**src/sv/tmtp_pkg.sv**
```systemverilog
// Shared constants, types and helper functions for the track message text parser.
`timescale 1ns / 1ps

package tmtp_pkg;

   localparam int MAX_DATA_BYTES = 8;

   localparam int COL_W      = 6;
   localparam int HASH_W     = 16;
   localparam int CMD_W      = 8;
   localparam int LEN_W      = 4;
   localparam int DATA_W     = 8 * MAX_DATA_BYTES;
   localparam int BYTE_IDX_W = 5;
   localparam int SHIFT_W    = $clog2(DATA_W);

   localparam logic [COL_W-1:0] COL_LIMIT      = COL_W'(63);
   localparam logic [COL_W-1:0] MIN_LINE_LEN   = COL_W'(11);
   localparam logic [COL_W-1:0] DATA_START_COL = COL_W'(12);
   localparam logic [COL_W-1:0] RESPONSE_COL   = COL_W'(5);
   localparam logic [COL_W-1:0] CMD_HI_COL     = COL_W'(7);
   localparam logic [COL_W-1:0] CMD_LO_COL     = COL_W'(8);
   localparam logic [COL_W-1:0] LENGTH_COL     = COL_W'(10);
   localparam logic [COL_W-1:0] HASH_LAST_COL  = COL_W'(3);
   localparam logic [7:0]       SPACE_CODE     = 8'h20;

   typedef enum logic {
      REQ_CHAR = 1'b0,
      REQ_EOL  = 1'b1
   } req_kind_type;

   typedef struct packed {
      logic       bad;
      logic [3:0] value;
   } hex_digit_type;

   typedef struct packed {
      logic [BYTE_IDX_W-1:0] idx;
      logic                  high_nibble;
      logic                  digit_col;
   } data_col_type;

   // Decode one ASCII hex digit; flag anything else as bad.
   function automatic hex_digit_type hex_decode(input logic [7:0] c);
      hex_digit_type d;
      d.bad   = 1'b0;
      d.value = 4'h0;
      if (c >= 8'h30 && c <= 8'h39) begin
         d.value = 4'(c - 8'h30);
      end else if (c >= 8'h61 && c <= 8'h66) begin
         d.value = 4'(c - 8'h57);
      end else if (c >= 8'h41 && c <= 8'h46) begin
         d.value = 4'(c - 8'h37);
      end else begin
         d.bad = 1'b1;
      end
      return d;
   endfunction

   // Split a data column offset into byte index and position; divide by 3 as
   // multiply by 43 and shift by 7, exact for offsets below 128.
   function automatic data_col_type data_col_decode(input logic [COL_W-1:0] rel);
      data_col_type r;
      logic [12:0]  prod;
      logic [COL_W:0] pos;
      prod          = 13'(rel) * 13'd43;
      r.idx         = BYTE_IDX_W'(prod >> 7);
      pos           = (COL_W+1)'(rel) - (COL_W+1)'(3 * r.idx);
      r.high_nibble = (pos == '0);
      r.digit_col   = (pos < (COL_W+1)'(2));
      return r;
   endfunction

endpackage

```
**src/sv/tmtp_ifs.sv**
```systemverilog
// Request and response channel interfaces for the track message text parser.
`timescale 1ns / 1ps

interface tmtp_req_if;
   logic       valid;
   logic       ready;
   logic       req_type;
   logic [7:0] char_code;

   modport source (output valid, output req_type, output char_code, input ready);
   modport sink (input valid, input req_type, input char_code, output ready);
endinterface

interface tmtp_rsp_if;
   logic                          valid;
   logic                          ready;
   logic                          parse_ok;
   logic [tmtp_pkg::HASH_W-1:0]   hash_value;
   logic                          is_response;
   logic [tmtp_pkg::CMD_W-1:0]    command_code;
   logic [tmtp_pkg::LEN_W-1:0]    payload_length;
   logic [tmtp_pkg::DATA_W-1:0]   payload_bytes;

   modport source (output valid, output parse_ok, output hash_value, output is_response,
                   output command_code, output payload_length, output payload_bytes,
                   input ready);
   modport sink (input valid, input parse_ok, input hash_value, input is_response,
                 input command_code, input payload_length, input payload_bytes,
                 output ready);
endinterface

```
**src/sv/track_message_text_parser.sv**
```systemverilog
// Top level of the fixed-column track message text parser.
`timescale 1ns / 1ps

// Track message text parser. Feed a line one character per transaction on
// req_ch (req_type = 0, char_code = ASCII), then one end-of-line transaction
// (req_type = 1) to get exactly one response transaction on rsp_ch. Columns
// 0-3 carry a hex hash, a non-space at column 5 flags a response, columns 7-8
// the hex command, column 10 the hex payload length (at most 8), and data byte
// i sits at columns 12+3i and 13+3i. Characters past the needed columns are
// ignored. A short line, a length above 8, or a bad hex digit in any consumed
// column gives parse_ok = 0 with all other fields zero. Every transaction
// updates the line state at the accepting edge, and the end-of-line
// transaction loads the response register on that same edge, so one
// character per clock is sustained. The response register is the only
// buffer on the output side; req_ch stalls only while a finished response is
// still waiting and rsp_ch is not taking it in the same cycle.
module track_message_text_parser (
   input logic      clock,
   input logic      reset,
   tmtp_req_if.sink   req_ch,
   tmtp_rsp_if.source rsp_ch
);

   // Line state
   logic [tmtp_pkg::COL_W-1:0]  col_count_ff,  col_count_in;
   logic                        error_seen_ff, error_seen_in;
   logic [tmtp_pkg::HASH_W-1:0] hash_acc_ff,   hash_acc_in;
   logic                        resp_flag_ff,  resp_flag_in;
   logic [tmtp_pkg::CMD_W-1:0]  cmd_acc_ff,    cmd_acc_in;
   logic [tmtp_pkg::LEN_W-1:0]  len_acc_ff,    len_acc_in;
   logic [tmtp_pkg::DATA_W-1:0] data_store_ff, data_store_in;

   // Response register
   logic                        rsp_valid_ff,  rsp_valid_in;
   logic                        rsp_ok_ff,     rsp_ok_in;
   logic [tmtp_pkg::HASH_W-1:0] rsp_hash_ff,   rsp_hash_in;
   logic                        rsp_resp_ff,   rsp_resp_in;
   logic [tmtp_pkg::CMD_W-1:0]  rsp_cmd_ff,    rsp_cmd_in;
   logic [tmtp_pkg::LEN_W-1:0]  rsp_len_ff,    rsp_len_in;
   logic [tmtp_pkg::DATA_W-1:0] rsp_data_ff,   rsp_data_in;

   logic                          accept;
   logic                          is_eol;
   tmtp_pkg::hex_digit_type       digit;
   tmtp_pkg::data_col_type        dcol;
   logic [tmtp_pkg::COL_W-1:0]    rel_col;
   logic [tmtp_pkg::SHIFT_W-1:0]  nib_shift;
   logic                          line_ok;
   logic [tmtp_pkg::COL_W:0]      needed_len;

   // Accept whenever the response slot is free or is being drained this cycle.
   assign req_ch.ready = !rsp_valid_ff || rsp_ch.ready;
   assign accept       = req_ch.valid && req_ch.ready;
   assign is_eol       = (req_ch.req_type == tmtp_pkg::REQ_EOL);

   assign digit     = tmtp_pkg::hex_decode(req_ch.char_code);
   assign rel_col   = col_count_ff - tmtp_pkg::DATA_START_COL;
   assign dcol      = tmtp_pkg::data_col_decode(rel_col);
   // Byte index is below MAX_DATA_BYTES whenever the shift is used.
   assign nib_shift = tmtp_pkg::SHIFT_W'({dcol.idx, 3'b000})
                      + (dcol.high_nibble ? tmtp_pkg::SHIFT_W'(4) : '0);

   // Line must be at least 11 characters long plus three columns per data byte.
   assign needed_len = (tmtp_pkg::COL_W+1)'(tmtp_pkg::MIN_LINE_LEN)
                       + (tmtp_pkg::COL_W+1)'({len_acc_ff, 1'b0})
                       + (tmtp_pkg::COL_W+1)'(len_acc_ff);
   assign line_ok = !error_seen_ff
                    && (col_count_ff >= tmtp_pkg::MIN_LINE_LEN)
                    && (32'(len_acc_ff) <= tmtp_pkg::MAX_DATA_BYTES)
                    && ((tmtp_pkg::COL_W+1)'(col_count_ff) >= needed_len);

   // Per-character column update
   always_comb begin
      col_count_in  = col_count_ff;
      error_seen_in = error_seen_ff;
      hash_acc_in   = hash_acc_ff;
      resp_flag_in  = resp_flag_ff;
      cmd_acc_in    = cmd_acc_ff;
      len_acc_in    = len_acc_ff;
      data_store_in = data_store_ff;

      if (accept && is_eol) begin
         // Clear for the next line
         col_count_in  = '0;
         error_seen_in = 1'b0;
         hash_acc_in   = '0;
         resp_flag_in  = 1'b0;
         cmd_acc_in    = '0;
         len_acc_in    = '0;
         data_store_in = '0;
      end else if (accept) begin
         if (col_count_ff <= tmtp_pkg::HASH_LAST_COL) begin
            if (digit.bad) begin
               error_seen_in = 1'b1;
            end else begin
               hash_acc_in = {hash_acc_ff[tmtp_pkg::HASH_W-5:0], digit.value};
            end
         end else if (col_count_ff == tmtp_pkg::RESPONSE_COL) begin
            resp_flag_in = (req_ch.char_code != tmtp_pkg::SPACE_CODE);
         end else if (col_count_ff == tmtp_pkg::CMD_HI_COL
                      || col_count_ff == tmtp_pkg::CMD_LO_COL) begin
            if (digit.bad) begin
               error_seen_in = 1'b1;
            end else begin
               cmd_acc_in = {cmd_acc_ff[tmtp_pkg::CMD_W-5:0], digit.value};
            end
         end else if (col_count_ff == tmtp_pkg::LENGTH_COL) begin
            if (digit.bad) begin
               error_seen_in = 1'b1;
            end else begin
               len_acc_in = digit.value;
            end
         end else if (col_count_ff >= tmtp_pkg::DATA_START_COL
                      && col_count_ff < tmtp_pkg::COL_LIMIT) begin
            // Consume only digits of bytes inside the announced length.
            if (dcol.digit_col
                && dcol.idx < tmtp_pkg::BYTE_IDX_W'(len_acc_ff)
                && 32'(dcol.idx) < tmtp_pkg::MAX_DATA_BYTES) begin
               if (digit.bad) begin
                  error_seen_in = 1'b1;
               end else begin
                  data_store_in = data_store_ff
                                  | (tmtp_pkg::DATA_W'(digit.value) << nib_shift);
               end
            end
         end

         // Saturate past the last column that matters
         if (col_count_ff < tmtp_pkg::COL_LIMIT) begin
            col_count_in = col_count_ff + 1'b1;
         end
      end
   end

   // Response register: load on end of line, drop once taken.
   always_comb begin
      rsp_valid_in = rsp_valid_ff;
      rsp_ok_in    = rsp_ok_ff;
      rsp_hash_in  = rsp_hash_ff;
      rsp_resp_in  = rsp_resp_ff;
      rsp_cmd_in   = rsp_cmd_ff;
      rsp_len_in   = rsp_len_ff;
      rsp_data_in  = rsp_data_ff;

      if (rsp_valid_ff && rsp_ch.ready) begin
         rsp_valid_in = 1'b0;
      end
      if (accept && is_eol) begin
         rsp_valid_in = 1'b1;
         rsp_ok_in    = line_ok;
         rsp_hash_in  = line_ok ? hash_acc_ff   : '0;
         rsp_resp_in  = line_ok ? resp_flag_ff  : 1'b0;
         rsp_cmd_in   = line_ok ? cmd_acc_ff    : '0;
         rsp_len_in   = line_ok ? len_acc_ff    : '0;
         rsp_data_in  = line_ok ? data_store_ff : '0;
      end
   end

   always_ff @(posedge clock) begin
      if (reset) begin
         col_count_ff  <= '0;
         error_seen_ff <= 1'b0;
         hash_acc_ff   <= '0;
         resp_flag_ff  <= 1'b0;
         cmd_acc_ff    <= '0;
         len_acc_ff    <= '0;
         data_store_ff <= '0;
         rsp_valid_ff  <= 1'b0;
      end else begin
         col_count_ff  <= col_count_in;
         error_seen_ff <= error_seen_in;
         hash_acc_ff   <= hash_acc_in;
         resp_flag_ff  <= resp_flag_in;
         cmd_acc_ff    <= cmd_acc_in;
         len_acc_ff    <= len_acc_in;
         data_store_ff <= data_store_in;
         rsp_valid_ff  <= rsp_valid_in;
      end
   end

   // Response payload holds without reset.
   always_ff @(posedge clock) begin
      rsp_ok_ff   <= rsp_ok_in;
      rsp_hash_ff <= rsp_hash_in;
      rsp_resp_ff <= rsp_resp_in;
      rsp_cmd_ff  <= rsp_cmd_in;
      rsp_len_ff  <= rsp_len_in;
      rsp_data_ff <= rsp_data_in;
   end

   assign rsp_ch.valid          = rsp_valid_ff;
   assign rsp_ch.parse_ok       = rsp_ok_ff;
   assign rsp_ch.hash_value     = rsp_hash_ff;
   assign rsp_ch.is_response    = rsp_resp_ff;
   assign rsp_ch.command_code   = rsp_cmd_ff;
   assign rsp_ch.payload_length = rsp_len_ff;
   assign rsp_ch.payload_bytes  = rsp_data_ff;

endmodule
```
**src/flat_wrapper.sv**
```systemverilog
// flat-port wrapper written by rule: the top's interface ports become plain ports
module track_message_text_parser_flat 
  (clock, reset, req_ch_valid, req_ch_req_type, req_ch_char_code, req_ch_ready, rsp_ch_valid, rsp_ch_parse_ok, rsp_ch_hash_value, rsp_ch_is_response, rsp_ch_command_code, rsp_ch_payload_length, rsp_ch_payload_bytes, rsp_ch_ready);
  tmtp_req_if req_ch_i ();
  tmtp_rsp_if rsp_ch_i ();
  input logic clock;
  input logic reset;
  input wire logic [$bits(req_ch_i.valid)-1:0] req_ch_valid;
  input wire logic [$bits(req_ch_i.req_type)-1:0] req_ch_req_type;
  input wire logic [$bits(req_ch_i.char_code)-1:0] req_ch_char_code;
  output wire logic [$bits(req_ch_i.ready)-1:0] req_ch_ready;
  output wire logic [$bits(rsp_ch_i.valid)-1:0] rsp_ch_valid;
  output wire logic [$bits(rsp_ch_i.parse_ok)-1:0] rsp_ch_parse_ok;
  output wire logic [$bits(rsp_ch_i.hash_value)-1:0] rsp_ch_hash_value;
  output wire logic [$bits(rsp_ch_i.is_response)-1:0] rsp_ch_is_response;
  output wire logic [$bits(rsp_ch_i.command_code)-1:0] rsp_ch_command_code;
  output wire logic [$bits(rsp_ch_i.payload_length)-1:0] rsp_ch_payload_length;
  output wire logic [$bits(rsp_ch_i.payload_bytes)-1:0] rsp_ch_payload_bytes;
  input wire logic [$bits(rsp_ch_i.ready)-1:0] rsp_ch_ready;
  assign req_ch_i.valid = req_ch_valid;
  assign req_ch_i.req_type = req_ch_req_type;
  assign req_ch_i.char_code = req_ch_char_code;
  assign req_ch_ready = req_ch_i.ready;
  assign rsp_ch_valid = rsp_ch_i.valid;
  assign rsp_ch_parse_ok = rsp_ch_i.parse_ok;
  assign rsp_ch_hash_value = rsp_ch_i.hash_value;
  assign rsp_ch_is_response = rsp_ch_i.is_response;
  assign rsp_ch_command_code = rsp_ch_i.command_code;
  assign rsp_ch_payload_length = rsp_ch_i.payload_length;
  assign rsp_ch_payload_bytes = rsp_ch_i.payload_bytes;
  assign rsp_ch_i.ready = rsp_ch_ready;
  track_message_text_parser u_core (.clock(clock), .reset(reset), .req_ch(req_ch_i), .rsp_ch(rsp_ch_i));
endmodule
```
**config.mk**
```make
export PLATFORM = sky130hd
export DESIGN_NAME = track_message_text_parser_flat
export DESIGN_NICKNAME = d
export VERILOG_FILES = /design/src/sv/tmtp_pkg.sv /design/src/sv/tmtp_ifs.sv /design/src/sv/track_message_text_parser.sv /design/src/flat_wrapper.sv
export SDC_FILE = /design/constraint.sdc
export NUM_CORES = 1
export LEC_CHECK = 0
export BUFFER_PORTS_ARGS = -buffer_cell sky130_fd_sc_hd__buf_2
export CELL_PAD_IN_SITES_DETAIL_PLACEMENT = 0
export CELL_PAD_IN_SITES_GLOBAL_PLACEMENT = 1
export CORE_ASPECT_RATIO = 1.1
export CORE_MARGIN = 8
export CORE_UTILIZATION = 50
export DETAILED_ROUTE_END_ITERATION = 16
export PLACE_DENSITY = 0.94
export REMOVE_ABC_BUFFERS = 1
export SKIP_LAST_GASP = 1
export SLEW_MARGIN = 0
export SYNTH_ARGS = -nofsm -noshare
export SYNTH_HDL_FRONTEND = slang
export SYNTH_SLANG_ARGS = --single-unit
```
**constraint.sdc**
```tcl
create_clock -name clock -period 17.56 [get_ports clock]
set_input_delay 0 -clock clock [delete_from_list [all_inputs] [get_ports clock]]
set_output_delay 0 -clock clock [all_outputs]
set_load 0.02 [all_outputs]
```
# After elaboration in Yosys (flattened, before gate mapping)
# Cells that the tools add are included.
[op_classes] mux=16 eq_ne=6 bitwise=6 mul=2 add_sub_neg=9 n_lt_le_gt_ge=15 n_shift=1 n_reduce_logical=28
[ops] cell="64-bit bitwise OR" n=1
[ops] cell="4-bit by 6-bit left shift with 64-bit output" n=1
[ops] cell="8-bit by 7-bit greater-or-equal comparator with 1-bit output (second input constant)" n=2
[ops] cell="8-bit by 7-bit <= comparator with 1-bit output (second input constant)" n=2
[ops] cell="6-bit by 3-bit == test with 1-bit output (second input constant)" n=2
[ops] cell="6-bit by 4-bit == test with 1-bit output (second input constant)" n=2
[ops] cell="6-bit by 4-bit greater-or-equal comparator with 1-bit output (second input constant)" n=2
[ops] cell="1-bit logical AND" n=12
[ops] cell="6-bit by 6-bit multiplier with 12-bit output (second input constant)" n=1
[ops] cell="1-bit 2-to-1 mux" n=12
[ops] cell="4-bit 2-to-1 mux" n=3
[ops] cell="8-bit by 6-bit greater-or-equal comparator with 1-bit output (second input constant)" n=1
[ops] cell="8-bit by 6-bit <= comparator with 1-bit output (second input constant)" n=1
[ops] cell="8-bit by 6-bit != test with 1-bit output (second input constant)" n=1
[ops] cell="8-bit AND reduction" n=1
[ops] cell="4-bit nonzero test" n=2
[ops] cell="4-bit by 3-bit subtractor with 4-bit output (second input constant)" n=2
[ops] cell="7-bit by 4-bit adder with 7-bit output" n=1
[ops] cell="6-bit by 7-bit greater-or-equal comparator with 1-bit output" n=1
[ops] cell="7-bit logical NOT" n=1
[ops] cell="7-bit by 2-bit < comparator with 1-bit output (second input constant)" n=1
[ops] cell="2-bit by 5-bit multiplier with 7-bit output (first input constant)" n=1
[ops] cell="6-bit by 7-bit subtractor with 7-bit output" n=1
[ops] cell="4-bit by 5-bit adder with 6-bit output (first input constant)" n=1
[ops] cell="other kinds (21)" n=28
[totals] register_bits=195 word_cells=97 output_inout_bits=96

# Depth between registers and ports, before layout
[depth] ltp_word=13 depth_mapped=25 ltp_nobuf=24

# Worst setup path after synthesis
# OpenSTA, ideal clock, no wires.
[synth_path] path_kind="reg-to-reg" from="register u_core.col_count_ff[2] (netlist name)" to="register u_core.data_store_ff[38] (netlist name)" t_arrival_ns=6.273 setup_ns=0.067 stages_incl_launch_ff=23 path_slack_ns=11.220 t_required_ns=17.493 synth_period_minus_slack_ns=6.340 path_cell_list="dfxtp_1 inv_1 ha_1 ha_1 fa_1 fa_1 ha_1 or3_4 o22ai_4 inv_1 a21oi_1 xnor2_1 inv_1 fa_1 ha_1 a211oi_1 or3_1 o311ai_4 o211ai_4 or3_1 buf_2 or3_4 o21ai_2"
[synth_between] elab_chain_len=9
[synth_lines] item="start, declared" line_no="track_message_text_parser.sv:25" source="logic [tmtp_pkg::COL_W-1:0] col_count_ff, col_count_in;"
[synth_lines] item="start signal, assigned" line_no="track_message_text_parser.sv:170" source="col_count_ff <= col_count_in;"
[synth_lines] item="6-bit by 4-bit subtractor with 6-bit output" line_no="track_message_text_parser.sv:57" source="assign rel_col = col_count_ff - tmtp_pkg::DATA_START_COL;"
[synth_lines] item="6-bit by 6-bit multiplier with 12-bit output" line_no="tmtp_pkg.sv:65" source="prod = 13'(rel) * 13'd43;"
[synth_lines] item="2-bit by 5-bit multiplier with 7-bit output" line_no="tmtp_pkg.sv:67" source="pos = (COL_W+1)'(rel) - (COL_W+1)'(3 * r.idx);"
[synth_lines] item="6-bit by 7-bit subtractor with 7-bit output" line_no="tmtp_pkg.sv:67"
[synth_lines] item="7-bit logical NOT" line_no="tmtp_pkg.sv:68" source="r.high_nibble = (pos == '0);"
[synth_lines] item="3-bit 2-to-1 mux" line_no="track_message_text_parser.sv:61" source="+ (dcol.high_nibble ? tmtp_pkg::SHIFT_W'(4) : '0);"
[synth_lines] item="6-bit adder" line_no="track_message_text_parser.sv:61"
[synth_lines] item="4-bit by 6-bit left shift with 64-bit output" line_no="track_message_text_parser.sv:123" source="| (tmtp_pkg::DATA_W'(digit.value) << nib_shift);"
[synth_lines] item="64-bit bitwise OR" line_no="track_message_text_parser.sv:123"
[synth_lines] item="end signal, assigned" line_no="track_message_text_parser.sv:176" source="data_store_ff <= data_store_in;"
[synth_lines] item="end, declared" line_no="track_message_text_parser.sv:31" source="logic [tmtp_pkg::DATA_W-1:0] data_store_ff, data_store_in;"
# Parallel ways exist; a longest one is shown, timed or not.
# A chain may end at the register's enable or synchronous reset.

# Final worst setup path
[layout_path] from="register u_core.col_count_ff[2] (netlist name)" to="register u_core.data_store_ff[32] (netlist name)"
# Same word-level chain as after synthesis.

==> summary.txt <==
Run status
  – Status: finished clean

Clock tree
  – Worst skew pair latency: 0.43 ns
  – # clock sinks: around 200
  – Number of CTS-inserted buffers: 17
  – H-tree Lvls: 4
  – CTS tree: yes
  – Setup bufs post-CTS: 0
  – Max clock buf depth: 2
  – Clock slew seen by the registers of the worst setup and hold paths: approximately 0.07 ns
  – Root buf cell: clkbuf_16

Floorplan
  – Placeable Area: 17,740 um^2
  – Ports: approximately 110
  – Die Height: 157.0 um
  – Site row count: a little over 50
  – Initial Util: about half
  – Die area: 22,640 um^2
  – Die span in x: roughly 140 um

Route
  – Vias per cell: between 5 and 6
  – Antenna viol nets, final: 0
  – DR iter-0 viols: 418
  – Average wire per standard cell: between 15 and 20 um
  – Total Wirelength: approximately 19 mm
  – Via Count: between 6,000 and 7,000
  – Drt pass-1 iters: 4
  – DRC: 0

Final layout
  – Proportion of layout cells with a drive suffix above 1: between 15 and 20%
  – ANT cells: 0
  – Multi-input combinational cell area: approximately 4000 um^2
  – Nets: approximately 1,000
  – Fill count: between 1,500 and 2,000
  – Register Area: about 4800 um^2
  – Layout area overhead: 15.63%

Worst setup path
  – Worst R2R Path Depth: 21
  – Crit path capture: u_core.data_store_ff[32]
  – Setup CP Type: reg2reg
  – Reg-to-Reg Start: u_core.col_count_ff[2]
  – CP arrival: approximately 7.4 ns
  – Required @ worst endpoint: about 18 ns
  – RR Endpoint: u_core.data_store_ff[32]
  – Worst setup SP type: register
  – Worst Path Max Fanout: 9
  – Crit path capture type: register
  – Reg-to-reg slack, setup: 10.55 ns
  – Crit path launch: u_core.col_count_ff[2]

Synth
  – Syn. warnings: 0
  – Cell count after synthesis: 834
  – Avg Cell Area, Syn: roughly 11 um^2
  – EDFF count, synth: 94
  – Yosys reg bits: about 200
  – Seq/Total Area, Yosys: about 54%
  – Area of the mapped netlist: between 9000 and 10,000 um^2
  – Main synth FF type: dfxtp_1
  – Post-synth cell types: 64
  – Area contributors post-synth: edfxtp_1, dfxtp_1, ha_1, and2_1, nand2_1
  – Share of Yosys cell area claimed by the top area cell type: between 30% and 40%
  – Area leader, netlist: edfxtp_1
  – Async SR Flop Fraction: 0%

GRT
  – Initial antenna violation count: 2
  – GR Util All Layers: around 17%
  – First-pass GRT wire length: between 30 and 40 mm
  – Remaining global-route overflow: 0
  – Vias in the first global route: roughly 6,100
  – Largest net degree at the start of global routing: 91

STA
  – Final Setup Violations: 0
  – Fin crit period: around 7.0 ns
  – Final period util: between 30 and 40%
  – Slew margin rel.: between 30% and 40%
  – Slew Viols, Final: 0
  – Skew final: roughly 0.012 ns
  – Setup_tns: 0 ns
  – Slew @ Worst Pin: just over 0.9 ns
  – Fmax: roughly 0.14 GHz
  – RSZ-0062 raised after global routing: no
  – Fin. Hold Viols: 0

Placed design
  – Post-DP HPWL: between 10 and 15 mm
  – RD Place Congestion: 0.8569
  – Port Buffer Count: 108

Power
  – Power density cells: approximately 94 nW/um^2
  – Worst vdd ir: 0.06731 mV
  – Leakage: just over 0.004 uW
  – Final Power: around 990 uW

Min path
  – Hold crit path type: in2reg

Flow run
  – Max cap viols: 0
-- power breakdown --
group | internal (uW) | total, uW | switching [uW]
clock | 223 | 395 | 172
combinational | 35.9 | 106 | 69.7
sequential | 482 | 485 | 2.98
total | 741 | 986 | 245
-- critical path: stages (launching register included) --
cell      delay, ns
dfxtp_1        0.47
inv_1          0.26
ha_1           0.48
ha_1           0.33
fa_1           0.49
fa_1           0.50
ha_1           0.27
or3_4          0.41
o22ai_4        0.21
inv_1          0.09
a21oi_1        0.19
xnor2_1        0.22
inv_1          0.10
fa_1           0.48
ha_1           0.38
a211oi_1       0.13
or3_1          0.41
o311ai_4       0.29
o211ai_4       0.16
or3_1          0.52
or3_4          0.42
o21ai_2        0.12
-- registers in the layout, indices dropped and copies added (netlist names), 4 cells and up --
register                      flops
u_core.data_store_ff             64
u_core.rsp_ch.command_code        8
u_core.hash_acc_ff               16
u_core.rsp_ch.payload_length      4
u_core.len_acc_ff                 4
u_core.cmd_acc_ff                 8
u_core.col_count_ff               6
u_core.rsp_ch.hash_value         16
u_core.rsp_ch.payload_bytes      64
-- metal layers --
metal	up-vias	wire (um)	global-route usage [%]
met3	20	1001	4.302
li1	3125	-	-
met1	2954	7910	19.71
met2	119	9480	29.55
met4	4	239	5.605
met5	-	25	0
-- how the worst min path moves through the flow --
| stage | from | cells past startpoint | end |
|---|---|---|---|
| 6_report | req_ch_valid | 4 | u_core.resp_flag_ff |
| 3_3_place_gp | reset | 2 | u_core.rsp_ch.valid |
| 2_1_floorplan | reset | 1 | u_core.rsp_ch.valid |
| 4_1_cts | req_ch_valid | 4 | u_core.resp_flag_ff |
| 5_1_grt | req_ch_valid | 4 | u_core.resp_flag_ff |
| 3_5_place_dp | reset | 2 | u_core.rsp_ch.valid |
-- logic make-up after synthesis --
family	after synthesis	share of synthesized area [%]
AO/OA/AOI/OAI	147	11.19
XOR/XNOR	24	2.326
adder cells (fa/ha/maj)	71	10.33
buffers and inverters	66	2.865
flip-flops	195	53.60
multiplexers	19	2.159
AND/OR/NAND/NOR	312	17.54
-- metrics by stage --
stage	setup WS [ns]	util [%]	cells	hold slack (ns)	area, um^2
after floorplan	11.24	-	805	0.06907	8919
after global placement	10.70	55.30	1155	0.2369	9809
after detailed placement	10.53	55.30	1155	0.2516	9809
after CTS	10.56	58.92	1189	0.04743	10450
after global routing	10.08	58.92	1189	0.08869	10450
final	10.55	58.92	1189	0.06426	10450
-- layout by cell type (no fill, tap or decap), types with 8 or more instances in the layout --
cell type,Yosys,routed
buf_2,3,108
and2_1,95,95
nor3_1,8,8
clkbuf_16,0,17
nor2_1,59,57
a21o_1,8,8
inv_1,37,36
dfxtp_1,101,101
nand2_1,97,97
o31ai_1,13,13
edfxtp_1,94,94
o21ai_0,56,56
a211oi_1,14,14
a21oi_1,18,18
nand3_1,18,18
ha_1,65,65
mux2i_1,18,18
xnor2_1,20,20
-- synthesized netlist by cell type, types with 14 or more instances --
cell      instances
nor2_1           59
inv_1            37
ha_1             65
xnor2_1          20
and2_1           95
o21ai_0          56
mux2i_1          18
edfxtp_1         94
clkbuf_1         23
nand3_1          18
dfxtp_1         101
a211oi_1         14
a21oi_1          18
nand2_1          97
-- what timing repair did --
| item | CTS | global route |
|---|---|---|
| resized for setup | 0 | 0 |
| hold buffers | 2 | 0 |
| endpoints found under the hold margin | 1 | 0 |
-- final cells by class --
type,count,area share [%]
Multi-Input combinational cell,573,37.85
Timing Repair Buffer,114,5.651
Clock inverter,13,1.616
Clock buffer,19,4.334
Tap cell,238,2.849
Sequential cell,195,46.35
Inverter,37,1.341
(Power assumes the default switching activity.)
